`src/design/mi3_pkg.sv`:
```
// Shared types and constants for the 3x3 matrix inverse pipeline.
// No dependencies; every module of the block imports this package.
package mi3_pkg;

    localparam int N_DIM  = 3;
    localparam int N_ELEM = 9;

    // tuser bit positions on the result channel
    localparam int USER_SINGULAR  = 0;
    localparam int USER_SATURATED = 1;
    localparam int USER_W         = 2;

    // control that travels with the pipe from stage D through the divider
    typedef struct packed {
        logic valid;
        logic singular;
    } t_ctl;

endpackage

```
`src/design/mi3_output.sv`:
```
// Result register: saturation, sign, singular override and packing.
// Depends on mi3_pkg.
module mi3_output #(
    parameter int W  = 32,
    parameter int TW = 288
) (
    input  logic                       i_clk,
    input  logic                       i_rst_n,
    input  logic                       i_en,
    input  mi3_pkg::t_ctl              i_ctl,
    input  logic [W:0]                 i_q   [mi3_pkg::N_ELEM],
    input  logic                       i_neg [mi3_pkg::N_ELEM],
    output logic                       o_valid,
    output logic [TW-1:0]              o_data,
    output logic [mi3_pkg::USER_W-1:0] o_user
);
    import mi3_pkg::*;

    logic                r_valid;
    logic [TW-1:0]       r_data;
    logic [USER_W-1:0]   r_user;
    logic [N_ELEM*W-1:0] n_vec;
    logic [USER_W-1:0]   n_user;
    logic [N_ELEM-1:0]   lane_sat;

    for (genvar k = 0; k < N_ELEM; k++) begin : g_lane
        logic [W-1:0] qm, lim, mag;
        assign qm  = i_q[k][W-1:0];
        assign lim = i_neg[k] ? {1'b1, {(W-1){1'b0}}} : {1'b0, {(W-1){1'b1}}};
        assign lane_sat[k] = i_q[k][W] || (qm > lim);
        assign mag = lane_sat[k] ? lim : qm;
        assign n_vec[k*W +: W] = i_ctl.singular ? '0 : (i_neg[k] ? -mag : mag);
    end

    always_comb begin
        n_user                 = '0;
        n_user[USER_SINGULAR]  = i_ctl.singular;
        n_user[USER_SATURATED] = !i_ctl.singular && (|lane_sat);
    end

    always_ff @(posedge i_clk) begin
        if (!i_rst_n) begin
            r_valid <= 1'b0;
        end else if (i_en) begin
            r_valid <= i_ctl.valid;
        end
    end

    always_ff @(posedge i_clk) begin
        if (i_en) begin
            r_data <= TW'(n_vec);
            r_user <= n_user;
        end
    end

    assign o_valid = r_valid;
    assign o_data  = r_data;
    assign o_user  = r_user;
endmodule
```
`config.mk`:
```
export PLATFORM = sky130hd
export DESIGN_NAME = mi3_output
export DESIGN_NICKNAME = d
export VERILOG_FILES = /design/src/design/mi3_pkg.sv /design/src/design/mi3_output.sv
export SDC_FILE = /design/constraint.sdc
export NUM_CORES = 1
export LEC_CHECK = 0
export BUFFER_PORTS_ARGS = -buffer_cell sky130_fd_sc_hd__buf_2
export CAP_MARGIN = 25
export CORE_UTILIZATION = 49
export CTS_CLUSTER_DIAMETER = 120
export DETAILED_ROUTE_END_ITERATION = 6
export GPL_TIMING_DRIVEN = 1
export PLACE_DENSITY = 0.78
export SLEW_MARGIN = 20
export SYNTH_ARGS = -nofsm -noshare
export SYNTH_HDL_FRONTEND = slang
export SYNTH_SLANG_ARGS = --single-unit
```
`constraint.sdc`:
```
create_clock -name i_clk -period 6.54 [get_ports i_clk]
set_clock_uncertainty 0.15 [all_clocks]
set_input_delay 1.962 -clock i_clk [delete_from_list [all_inputs] [get_ports i_clk]]
set_output_delay 1.962 -clock i_clk [all_outputs]
set_load 0.1 [all_outputs]
```
==> results.py <==
metrics = {
    "run_status": {
        "outcome": "finished, final reports clean",
    },
    "final_layout": {
        "mostFrequentLayoutCells": "buf_2, nor2_1, a21oi_1, ha_1, edfxtp_1",
        "final_common_cell": "buf_2",
        "drive_above_1_share_pct": 22.25,
        "syn_to_final_growth_pct": 20.01,
        "final_nets": 4341,
        "fin_util_pct": 59.62,
    },
    "clocking": {
        "htreeDepth": 2,
        "cts_hold_buf": 0,
        "worstSkewPairLatency_ns": 0.56,
        "clock-sinks": 291,
        "cts_resized": 0,
        "numCtsBuffers": 38,
        "cts.path.max_buffers": 3,
        "path_clk_slew_ns": 0.06,
        "cts_root_buf": "clkbuf_16",
        "cts_tree": "built",
        "post_cts_buffers": 0,
    },
    "sta": {
        "rsz0062_at_grt": "false",
        "setup_violations": 0,
        "maxSlewViolCount": 0,
        "fmax_ghz": 0.1676,
        "tightestPinTransition_ns": 1.102,
        "hold_ws_ns": 0.3890,
        "fin_crit_sh_pct": 91.22,
        "setup_ws_ns": 0.5741,
        "fin_setup_tns_ns": 0,
        "period_needed_ns": 5.966,
        "final-hold-violation-count": 0,
        "slew_headroom_pct": 26.52,
    },
    "yosys": {
        "ys.flop_type": "edfxtp_1",
        "synthArstFlopShare_pct": 0,
        "syn_area_um2": 26740,
        "ys_seq_elements": 291,
        "syn_avg_cell_area_um2": 8.415,
        "synth_top_area_cell": "edfxtp_1",
        "synth.area.mux_share_pct": 3.407,
        "synth_top_area_share_pct": 32.57,
        "synthAdderAreaFrac_pct": 13.90,
        "ys_top_cells_by_area": "edfxtp_1, ha_1, a21oi_1",
        "syn_nets": 3785,
        "yosys_warnings": 0,
        "synth-compound-area-share_pct": 22.38,
        "synth_cell_type_count": 80,
        "synth_top_family_by_area": "simple AND/OR/NAND/NOR gates",
        "syn_inst": 3177,
        "synth-edff-count": 290,
        "synthSimpleGateAreaFrac_pct": 23.74,
        "yosysSeqAreaShare_pct": 32.65,
        "synth_xor_area_share_pct": 0.6224,
    },
    "worst_hold_path": {
        "worstHoldStart": "o_valid$_SDFFE_PN0P_",
        "hp-class": "reg -> reg",
        "min_to": "o_valid$_SDFFE_PN0P_",
        "hold_path_depth": 2,
    },
    "worst_setup_path": {
        "start_kind": "input port",
        "arrival_ns": 6.10,
        "r2r_cells": 2,
        "rr_startpoint": "o_valid$_SDFFE_PN0P_",
        "crit_fanout": 25,
        "worst-setup-path-type": "in -> reg",
        "worstPathRequired_ns": 6.67,
        "end_kind": "flip-flop",
        "regToRegSetupSlack_ns": 5.79,
        "r2r_end": "o_valid$_SDFFE_PN0P_",
    },
    "run": {
        "max_cap_viol_count": 0,
    },
    "global_routing": {
        "grt_pass1_wl_mm": 137.8,
        "antenna_found_initial": 27,
        "first_global_vias": 25328,
        "grt-ovfl-total": 0,
        "grtUsageTotal_pct": 30.62,
        "grt_max_degree": 149,
    },
    "routing": {
        "drc": 0,
        "wl_mm": 88.12,
        "drtPass1Iterations": 6,
        "via_per_inst": 6.242,
        "postRouteAntennaNets": 0,
        "vias": 27933,
        "wl_per_cell_um": 19.69,
        "drtIter0Drc": 2680,
    },
    "placement": {
        "hpwl_mm": 66.02,
        "place_ws_ns": 0.05879,
        "io_buffers": 601,
        "place_congestion": 0.9637,
    },
    "floorplanning": {
        "row_count": 85,
        "die_area_um2": 55500,
        "ios": 602,
        "dieWidth_um": 235.6,
        "core_um2": 53810,
        "start_util_pct": 49.68,
        "die_height_um": 235.6,
    },
    "power": {
        "powerDensity_nw_per_um2": 229.6,
        "ir_worst_vdd_uv": 249.2,
        "total_leakage_power_nw": 12.97,
        "power.total_mw": 7.365,
    },
}
state kept, by name, summed over array words and instances, names as in the netlist:
name,flops
o_valid,1
o_user,2
o_data,288
how the worst max path moves through the flow:
stage	startpoint	end	slack [ns]	depth (start not counted)
2_1_floorplan	i_neg[2]	o_data[222]$_SDFFCE_PP0P_	0.01	20
3_3_place_gp	i_neg[1]	o_data[250]$_SDFFCE_PP0P_	0.19	18
3_5_place_dp	i_neg[1]	o_data[250]$_SDFFCE_PP0P_	0.06	18
4_1_cts	i_neg[1]	o_data[250]$_SDFFCE_PP0P_	0.60	18
5_1_grt	i_neg[1]	o_data[254]$_SDFFCE_PP0P_	0.28	20
6_report	i_neg[1]	o_data[250]$_SDFFCE_PP0P_	0.57	20
power breakdown:
part | internal [mW] | switching [mW]
Combinational | 0.635 | 2.24
Sequential | 2.27 | 0.0560
Clock | 1.30 | 0.861
Total | 4.20 | 3.16
logic make-up (layout without fill, tap and decap cells):
| kind of cell | after synthesis | in the layout |
|---|---|---|
| flops | 291 | 291 |
| mux | 87 | 87 |
| fa+ha+maj | 297 | 297 |
| simple gates | 1300 | 1300 |
| buf+inv | 234 | 819 |
| other cells | 0 | 17 |
| compound gates | 949 | 949 |
| xor+xnor | 19 | 19 |
synth_stat cells, types with 52 or more instances:
library cell  count
o21ai_0         229
inv_1            52
edfxtp_1        290
nand2_1         261
a21oi_1         307
nand3_1          79
clkbuf_1        168
nand4_1          71
ha_1            297
nor4_1           63
nor2_1          401
mux2i_1          55
a211oi_1         97
or3_1            52
nor3_1          176
stage by stage:
| stage | cells | cell area (um^2) |
|---|---|---|
| finish | 4475 | 32080 |
| floorplan | 3177 | 26740 |
| global route | 4475 | 32080 |
| CTS | 4457 | 32040 |
| global placement | 4388 | 30760 |
| detailed placement | 4388 | 30760 |
routing by layer:
metal | vias to the layer above | global-route usage, % | part of all wire [%]
met3 | 221 | 6.297 | 8.3
met5 | - | 0 | 0.12
met2 | 1235 | 50.03 | 47
met4 | 16 | 13.47 | 3.9
li1 | 13426 | - | -
met1 | 13035 | 39.09 | 41
critical path, cell delays in order:
cell	delay [ns]
buf_2	0.13
buf_12	0.16
ha_1	0.31
nand4_1	0.14
or4_1	0.58
a21oi_1	0.17
a2111oi_0	0.12
clkbuf_1	0.15
o311ai_4	0.33
nand2_1	0.11
o21ai_0	0.13
ha_1	0.20
nor2b_1	0.17
nand4b_1	0.13
nor2_1	0.25
nand2_1	0.17
or3_1	0.38
or2_2	0.29
a21oi_1	0.15
a211oi_1	0.07
area by class of cell:
cell class	count	area [um^2]
Fill cell	4805	21730
Multi-Input combinational cell	2652	17170
Sequential cell	291	8728
Timing Repair Buffer	693	3777
Clock buffer	46	1045
Tap cell	696	870.8
Clock inverter	23	234.0
Inverter	57	214.0
Antenna cell	17	42.54
No activity file was read; power rests on OpenSTA's default activity.
